==> config.mk <==
export PLATFORM = sky130hd
export DESIGN_NAME = abas_step
export DESIGN_NICKNAME = d
export VERILOG_FILES = /design/src/abas_pkg.sv /design/src/abas_step.sv
export SDC_FILE = /design/constraint.sdc
export NUM_CORES = 1
export LEC_CHECK = 0
export BUFFER_PORTS_ARGS = -buffer_cell sky130_fd_sc_hd__buf_2
export CORE_ASPECT_RATIO = 1.25
export CORE_MARGIN = 3
export CORE_UTILIZATION = 55
export CTS_CLUSTER_SIZE = 25
export DETAILED_ROUTE_END_ITERATION = 10
export GPL_ROUTABILITY_DRIVEN = 0
export PLACE_DENSITY_LB_ADDON = 0.25
export SYNTH_ARGS = -nofsm -noshare
export SYNTH_HDL_FRONTEND = slang
export SYNTH_SLANG_ARGS = --single-unit
==> constraint.sdc <==
create_clock -name aclk -period 20.2 [get_ports aclk]
set_clock_uncertainty 0.05 [all_clocks]
set_input_delay 1.01 -clock aclk [delete_from_list [all_inputs] [get_ports aclk]]
set_output_delay 1.01 -clock aclk [all_outputs]
set_load 0.005 [all_outputs]
==> src/abas_pkg.sv <==
`timescale 1ns / 1ps
package abas_pkg;
    localparam int CoordW = 16;
    localparam int MagW   = 17;
    localparam int MidW   = 7;
    localparam int TermW  = 18;
    localparam logic [15:0] ErrInit = 16'd32767;

    typedef logic [7:0] rom_t [256];
    localparam rom_t SineRom = '{
        8'd128,8'd131,8'd134,8'd137,8'd140,8'd143,8'd146,8'd149,8'd152,8'd155,8'd158,8'd162,
        8'd165,8'd167,8'd170,8'd173,8'd176,8'd179,8'd182,8'd185,8'd188,8'd190,8'd193,8'd196,
        8'd198,8'd201,8'd203,8'd206,8'd208,8'd211,8'd213,8'd215,8'd218,8'd220,8'd222,8'd224,
        8'd226,8'd228,8'd230,8'd232,8'd234,8'd235,8'd237,8'd238,8'd240,8'd241,8'd243,8'd244,
        8'd245,8'd246,8'd248,8'd249,8'd250,8'd250,8'd251,8'd252,8'd253,8'd253,8'd254,8'd254,
        8'd254,8'd255,8'd255,8'd255,8'd255,8'd255,8'd255,8'd255,8'd254,8'd254,8'd254,8'd253,
        8'd253,8'd252,8'd251,8'd250,8'd250,8'd249,8'd248,8'd246,8'd245,8'd244,8'd243,8'd241,
        8'd240,8'd238,8'd237,8'd235,8'd234,8'd232,8'd230,8'd228,8'd226,8'd224,8'd222,8'd220,
        8'd218,8'd215,8'd213,8'd211,8'd208,8'd206,8'd203,8'd201,8'd198,8'd196,8'd193,8'd190,
        8'd188,8'd185,8'd182,8'd179,8'd176,8'd173,8'd170,8'd167,8'd165,8'd162,8'd158,8'd155,
        8'd152,8'd149,8'd146,8'd143,8'd140,8'd137,8'd134,8'd131,8'd128,8'd124,8'd121,8'd118,
        8'd115,8'd112,8'd109,8'd106,8'd103,8'd100,8'd97,8'd93,8'd90,8'd88,8'd85,8'd82,
        8'd79,8'd76,8'd73,8'd70,8'd67,8'd65,8'd62,8'd59,8'd57,8'd54,8'd52,8'd49,
        8'd47,8'd44,8'd42,8'd40,8'd37,8'd35,8'd33,8'd31,8'd29,8'd27,8'd25,8'd23,
        8'd21,8'd20,8'd18,8'd17,8'd15,8'd14,8'd12,8'd11,8'd10,8'd9,8'd7,8'd6,
        8'd5,8'd5,8'd4,8'd3,8'd2,8'd2,8'd1,8'd1,8'd1,8'd0,8'd0,8'd0,
        8'd0,8'd0,8'd0,8'd0,8'd1,8'd1,8'd1,8'd2,8'd2,8'd3,8'd4,8'd5,
        8'd5,8'd6,8'd7,8'd9,8'd10,8'd11,8'd12,8'd14,8'd15,8'd17,8'd18,8'd20,
        8'd21,8'd23,8'd25,8'd27,8'd29,8'd31,8'd33,8'd35,8'd37,8'd40,8'd42,8'd44,
        8'd47,8'd49,8'd52,8'd54,8'd57,8'd59,8'd62,8'd65,8'd67,8'd70,8'd73,8'd76,
        8'd79,8'd82,8'd85,8'd88,8'd90,8'd93,8'd97,8'd100,8'd103,8'd106,8'd109,8'd112,
        8'd115,8'd118,8'd121,8'd124
    };

    typedef struct packed {
        logic [MagW-1:0] ax;
        logic [MagW-1:0] ay;
        logic            xneg;
        logic            yneg;
        logic            special;
        logic [7:0]      special_angle;
        logic [MidW-1:0] lo;
        logic [MidW-1:0] hi;
        logic [MidW-1:0] best;
        logic [15:0]     best_err;
    } srch_t;

    function automatic logic signed [8:0] rom_signed(input logic [7:0] idx);
        return $signed({1'b0, SineRom[idx]}) - 9'sd128;
    endfunction
endpackage

==> src/abas_step.sv <==
`timescale 1ns / 1ps
module abas_step
    import abas_pkg::*;
(
    input  logic  aclk,
    input  logic  aresetn,
    input  logic  en,
    input  logic  in_valid,
    input  srch_t in_data,
    output logic  out_valid_reg,
    output srch_t out_data_reg
);
    // stage A: products; stage B: compare and bisect
    logic            a_valid_reg;
    srch_t           a_data_reg;
    logic [MidW-1:0] a_mid_reg;
    logic signed [TermW-1:0] a_lhs_reg, a_rhs_reg;

    logic [MidW-1:0] mid;
    logic signed [MagW+9:0] p_l, p_r, q_l, q_r;
    logic signed [TermW:0] diff;
    logic [TermW:0] err;
    srch_t nxt;

    always_comb begin
        mid = MidW'((8'(in_data.lo) + 8'(in_data.hi)) >> 1);
        p_l = $signed({1'b0, in_data.ay}) * rom_signed(8'(mid) + 8'd64);
        p_r = $signed({1'b0, in_data.ax}) * rom_signed(8'(mid));
        q_l = p_l / 128;
        q_r = p_r / 128;
    end

    always_ff @(posedge aclk) begin
        if (!aresetn) begin
            a_valid_reg   <= 1'b0;
            out_valid_reg <= 1'b0;
        end else if (en) begin
            a_valid_reg   <= in_valid;
            out_valid_reg <= a_valid_reg;
        end
    end

    always_ff @(posedge aclk) begin
        if (en) begin
            a_data_reg   <= in_data;
            a_mid_reg    <= mid;
            a_lhs_reg    <= TermW'(q_l);
            a_rhs_reg    <= TermW'(q_r);
            out_data_reg <= nxt;
        end
    end

    always_comb begin
        nxt  = a_data_reg;
        diff = (TermW+1)'(a_lhs_reg) - (TermW+1)'(a_rhs_reg);
        err  = diff[TermW] ? (TermW+1)'(-diff) : (TermW+1)'(diff);
        if (err < (TermW+1)'(a_data_reg.best_err)) begin
            nxt.best_err = 16'(err);
            nxt.best     = a_mid_reg;
        end
        if (a_lhs_reg < a_rhs_reg) begin
            nxt.hi = a_mid_reg;
        end else begin
            nxt.lo = a_mid_reg + 1'b1;
        end
    end
endmodule

==> results.json, run 1 <==
{
  "synth_edf_count": 207,
  "status": "finished, final reports clean",
  "crit_fanout": 17,
  "synth_top_family_by_area": "adder cells",
  "fp.dieW_um": 174,
  "seq_area_frac_synth_pct": 32.4,
  "postSynthNetCount": 2257,
  "post-route-min-period_ns": 11.40,
  "diodes": 0,
  "clk_latency_ns": 0.56,
  "r2r_slack_ns": 13.96,
  "cts_tree": "done",
  "hp-start": "a_data_reg[67]",
  "start_kind": "input pin",
  "fp.coreArea_mm2": 0.0346,
  "path_common_cell": "fa_1",
  "syn_inst": 1812,
  "final_cells": 2440,
  "ys_ff_latch": 209,
  "yosys_most_used_dff": "edfxtp_1",
  "grt_max_degree": 91,
  "rows": 76,
  "hold-path-endpoint": "out_data_reg[67]",
  "htree_num_levels": 1,
  "timing.final.crit_share_pct": 56.4,
  "setup_viol": 0,
  "synth_xor_area_share_pct": 4.12,
  "seqCellArea_mm2": 0.00626,
  "grt_usage_pct": 23.4,
  "slowest_stage": "xnor2_1",
  "grt_pass1_wl_um": 72500,
  "num-nets-final": 2399,
  "antenna_found_initial": 0,
  "drtIter0Drc": 888,
  "synth_area_mm2": 0.0193,
  "tns_ns": 0,
  "dp_cells": 2395,
  "die_area_mm2": 0.0374,
  "overflow": 0,
  "async_flop_share_pct": 0,
  "cts.path.max_buffers": 3,
  "cts_setup_buffers": 0,
  "syn_to_final_growth_pct": 10.6,
  "cts-root-buf": "clkbuf_16",
  "final_layout_size_suffix_gt1_share_pct": 14.7,
  "min_path_type": "reg2reg",
  "postCtsHoldBufs": 0,
  "end_kind": "register",
  "grt_setup_unrepaired": "no",
  "finalWirelength_um": 43100,
  "drv_slew": 0,
  "num_vias": 14000,
  "syn_area_per_cell_um2": 10.7,
  "first_pass_iters": 6,
  "nFillCells": 2934,
  "cts-buffers-inserted": 25,
  "cts_sinks": 209,
  "hold_viol": 0,
  "timing.hold.ws_ns": 0.367,
  "yosys.area_share.simple_pct": 14.1,
  "wl_per_cell_um": 17.7,
  "muxShareOfSynthArea_pct": 2.54,
  "critical_path_required_ns": 20.45,
  "ys_types": 86,
  "whs_path_depth": 0,
  "final_cell_area_mm2": 0.0214,
  "antenna_left": 0,
  "port_buffers": 168,
  "timing.rr.start": "a_lhs_reg[0]",
  "io_pins": 169,
  "yosys_warnings": 0,
  "ctsResizeCount": 0,
  "dpl_cell_area_mm2": 0.0206,
  "synth_compound_area_share_pct": 11.0,
  "drv_cap": 0,
  "clk_pin_slew_ns": 0.06,
  "r2r_end": "out_data_reg[1]",
  "drc": 0,
  "grt_pass1_vias": 14600,
  "start_util_pct": 55.8,
  "synthAdderAreaFrac_pct": 30.4,
  "multiInputGateArea_mm2": 0.0120,
  "viasPerCell": 5.73,
  "cpPeakStageDelay_ns": 0.89,
  "worstMarginPinSlew_ns": 1.15,
  "ff2ff_path_depth": 29,
  "worst_slew_margin_rel_pct": 23.1,
  "post-dp-hpwl_um": 32500,
  "die_h_um": 216,
  "timing.fmax_mhz": 87.7,
  "arrival_ns": 11.65,
  "critical_path_class": "in2reg"
}
area by class of cell:
class,instances,share of cell area (%)
clock buffers,28,2.98
clock inverters,17,0.661
inverters,198,3.48
multi-input cells,1336,56.4
flip-flops and latches,209,29.3
well taps,468,2.74
repair buffers,184,4.54
metrics by stage:
step,setup WS [ns],util [%]
after floorplan,9.36,-
after global placement,8.74,59.5
after detailed placement,8.40,59.5
after CTS,8.95,61.8
after global routing,7.91,61.8
final,8.80,61.8
critical path: cells and delay by family:
family,cells,cell delay (ns)
buffers and inverters,7,1.05
adder cells (fa/ha/maj),9,4.28
XOR/XNOR,3,1.21
AO/OA/AOI/OAI,14,2.74
AND/OR/NAND/NOR,9,1.36
worst max-delay path by stage:
stage                      from            end  slack, ns  depth (start not counted)
global route        in_data[23]  a_lhs_reg[13]       7.91                         42
global placement    in_data[23]  a_lhs_reg[13]       8.74                         42
finish              in_data[23]  a_lhs_reg[13]       8.80                         42
floorplan           in_data[23]  a_lhs_reg[13]       9.36                         43
detailed placement  in_data[23]  a_lhs_reg[17]       8.40                         42
CTS                 in_data[23]  a_lhs_reg[17]       8.95                         42
cell usage in the layout (no fill, tap or decap), types with 30 or more instances in the layout:
| cell | count |
|---|---|
| ha_1 | 175 |
| inv_1 | 191 |
| buf_2 | 167 |
| xnor2_1 | 66 |
| and2_1 | 102 |
| fa_1 | 184 |
| nor2b_1 | 69 |
| nand2_1 | 180 |
| edfxtp_1 | 207 |
| nand3_1 | 30 |
| a21oi_1 | 76 |
| nor2_1 | 81 |
| o21ai_0 | 46 |
kinds of logic after synthesis:
family	after synthesis
AO/OA/AOI/OAI	308
XOR/XNOR	91
adder cells (fa/ha/maj)	359
buffers and inverters	267
flip-flops	209
multiplexers	38
AND/OR/NAND/NOR	540
synth_stat cells (4+ instances only):
library cell  count  area share (%)
mux2_2           11            0.64
a221oi_1          6            0.27
buf_1            11            0.21
nand4_1          10            0.32
xor2_1           25             1.1
a2111oi_0         6            0.27
fa_1            184              19
o21ai_0          46             1.2
buf_6             4            0.23
nand2b_1         16            0.52
o22ai_1          10            0.32
o21a_1            5            0.19
o211ai_1         15            0.58
edfxtp_1        207              32
mux2_4           19             1.5
inv_2             6            0.12
a31oi_1          12            0.39
or3_1             4            0.13
a211oi_1         18            0.70
ha_1            175              11
o31ai_1           7            0.27
a21oi_1          77             2.0
nor3_1           19            0.49
a21o_1           25            0.97
nand2_1         180             3.5
mux2i_1           7            0.36
nand3_1          30            0.78
buf_2            13            0.34
and2_1          102             3.3
inv_1           191             3.7
nor2_1           81             1.6
and3_1            9            0.29
a211o_1           4            0.18
clkbuf_1         40            0.78
a22oi_1           6            0.23
o21ai_1          12            0.31
o21bai_1          8            0.31
xnor2_1          66             3.0
nor2b_1          69             2.2
metal layers:
layer	global-route usage, %	routed length [um]	vias to the layer above
met5	0	0	-
met2	40.9	21800	477
met3	3.08	2350	147
met1	29.3	17000	6840
met4	9.92	1910	0
li1	-	-	6508
Power of run 1 is not shown: default switching activity piles up to over one toggle a cycle in this logic, so the estimate is an artifact.
==> run 2: changes to the inputs <==
Clock period 20.2 ns to 9.6 ns, I/O delays scaled along.
==> results.json, run 2 (synthesis gave the netlist of run 1 again) <==
{
  "antenna_found_initial": 0,
  "clk_latency_ns": 0.53,
  "grt_pass1_wl_um": 73400,
  "worstMarginPinSlew_ns": 0.864,
  "post-dp-hpwl_um": 34000,
  "critical_path_required_ns": 9.83,
  "drtIter0Drc": 1063,
  "cts_tree": "done",
  "io_pins": 169,
  "grt_usage_pct": 23.8,
  "hp-start": "in_data[44]",
  "start_kind": "input pin",
  "timing.rr.start": "a_lhs_reg[0]",
  "overflow": 0,
  "setup_viol": 0,
  "ff2ff_path_depth": 29,
  "critical_path_class": "in2reg",
  "drv_slew": 0,
  "num_vias": 14300,
  "r2r_end": "out_data_reg[22]",
  "path_common_cell": "fa_1",
  "r2r_slack_ns": 3.40,
  "first_pass_iters": 6,
  "die_area_mm2": 0.0374,
  "final_common_cell": "edfxtp_1",
  "min_path_type": "in2reg",
  "grt_max_degree": 93,
  "slowest_stage": "fa_1",
  "timing.final.crit_share_pct": 94.3,
  "worst_slew_margin_rel_pct": 40.9,
  "htree_num_levels": 1,
  "path_depth": 45,
  "layout_common_cells": "edfxtp_1 (207), inv_1 (191), fa_1 (184)",
  "fp.coreArea_mm2": 0.0346,
  "whs_path_depth": 1,
  "num-nets-final": 2471,
  "cts.path.max_buffers": 3,
  "end_kind": "register",
  "cts-root-buf": "clkbuf_16",
  "diodes": 0,
  "grt_pass1_vias": 14900,
  "drv_cap": 0,
  "worst_slack_ns": 0.551,
  "cpPeakStageDelay_ns": 0.54,
  "final_layout_size_suffix_gt1_share_pct": 18.4,
  "crit_buf_inv": 9,
  "viasPerCell": 5.70,
  "antenna_left": 0,
  "status": "finished, final reports clean",
  "cts_sinks": 209,
  "die_h_um": 216,
  "fp.dieW_um": 174,
  "hold_viol": 0,
  "timing.fmax_mhz": 111,
  "tns_ns": 0,
  "arrival_ns": 9.28,
  "crit_fanout": 10,
  "crit_family": "adder cells",
  "pre_cts_ws_ns": -0.0804,
  "wl_per_cell_um": 17.7,
  "finalWirelength_um": 44600,
  "cts-buffers-inserted": 24,
  "syn_to_final_growth_pct": 14.1,
  "post-route-min-period_ns": 9.05,
  "rows": 76,
  "drc": 0,
  "port_buffers": 168,
  "hold-path-endpoint": "a_data_reg[44]",
  "clk_pin_slew_ns": 0.06,
  "start_util_pct": 55.8
}
[run 2: stage by stage]
step	util, %	hold slack (ns)	cell area (um^2)	instances
after global placement	61.3	0.350	21200	2463
after detailed placement	61.3	0.355	21200	2463
after CTS	63.5	0.0552	22000	2507
after global routing	63.7	0.0604	22000	2512
after floorplan	-	0.350	19400	1812
final	63.7	0.0753	22000	2512
[run 2: what timing repair did]
action | 4_1_cts | 5_1_grt
endpoints found under the setup margin | 0 | 13
hold buffers | 0 | 0
buffers inserted | 0 | 5
resized for setup | 0 | 10
[run 2: area by class of cell]
class	count	area, um^2
sequential	209	6260
inverter	198	744
clock buffer	28	637
timing repair buffer	257	1580
multi-input combinational	1336	12100
clock inverter	16	118
tap	468	586
fill	2803	12600
[run 2: how the worst max path moves through the flow]
stage	startpoint	to	slack (ns)
finish	in_data[23]	a_lhs_reg[3]	0.55
global route	in_data[24]	a_lhs_reg[12]	-0.04
CTS	in_data[23]	a_lhs_reg[12]	0.42
detailed placement	in_data[23]	a_lhs_reg[12]	-0.08
global placement	in_data[23]	a_lhs_reg[13]	0.05
floorplan	in_data[25]	a_lhs_reg[13]	0.05
[run 2: per-layer routing]
layer	wire length [um]	track usage, %	part of all wire, %
met1	17700	29.7	40
met2	22400	42.0	50
met3	2430	2.92	5.5
met4	2030	9.84	4.5
met5	0	0	0
[run 2: worst register-to-register path: cells and delay by family (launching register included)]
kind	cells	cell delay, ns
buffers and inverters	3	0.54
flip-flops	1	0.35
adder cells (fa/ha/maj)	3	0.81
AND/OR/NAND/NOR	6	0.72
AO/OA/AOI/OAI	15	2.92
XOR/XNOR	1	0.16
multiplexers	1	0.41
Power of run 2 is left out for the same reason.
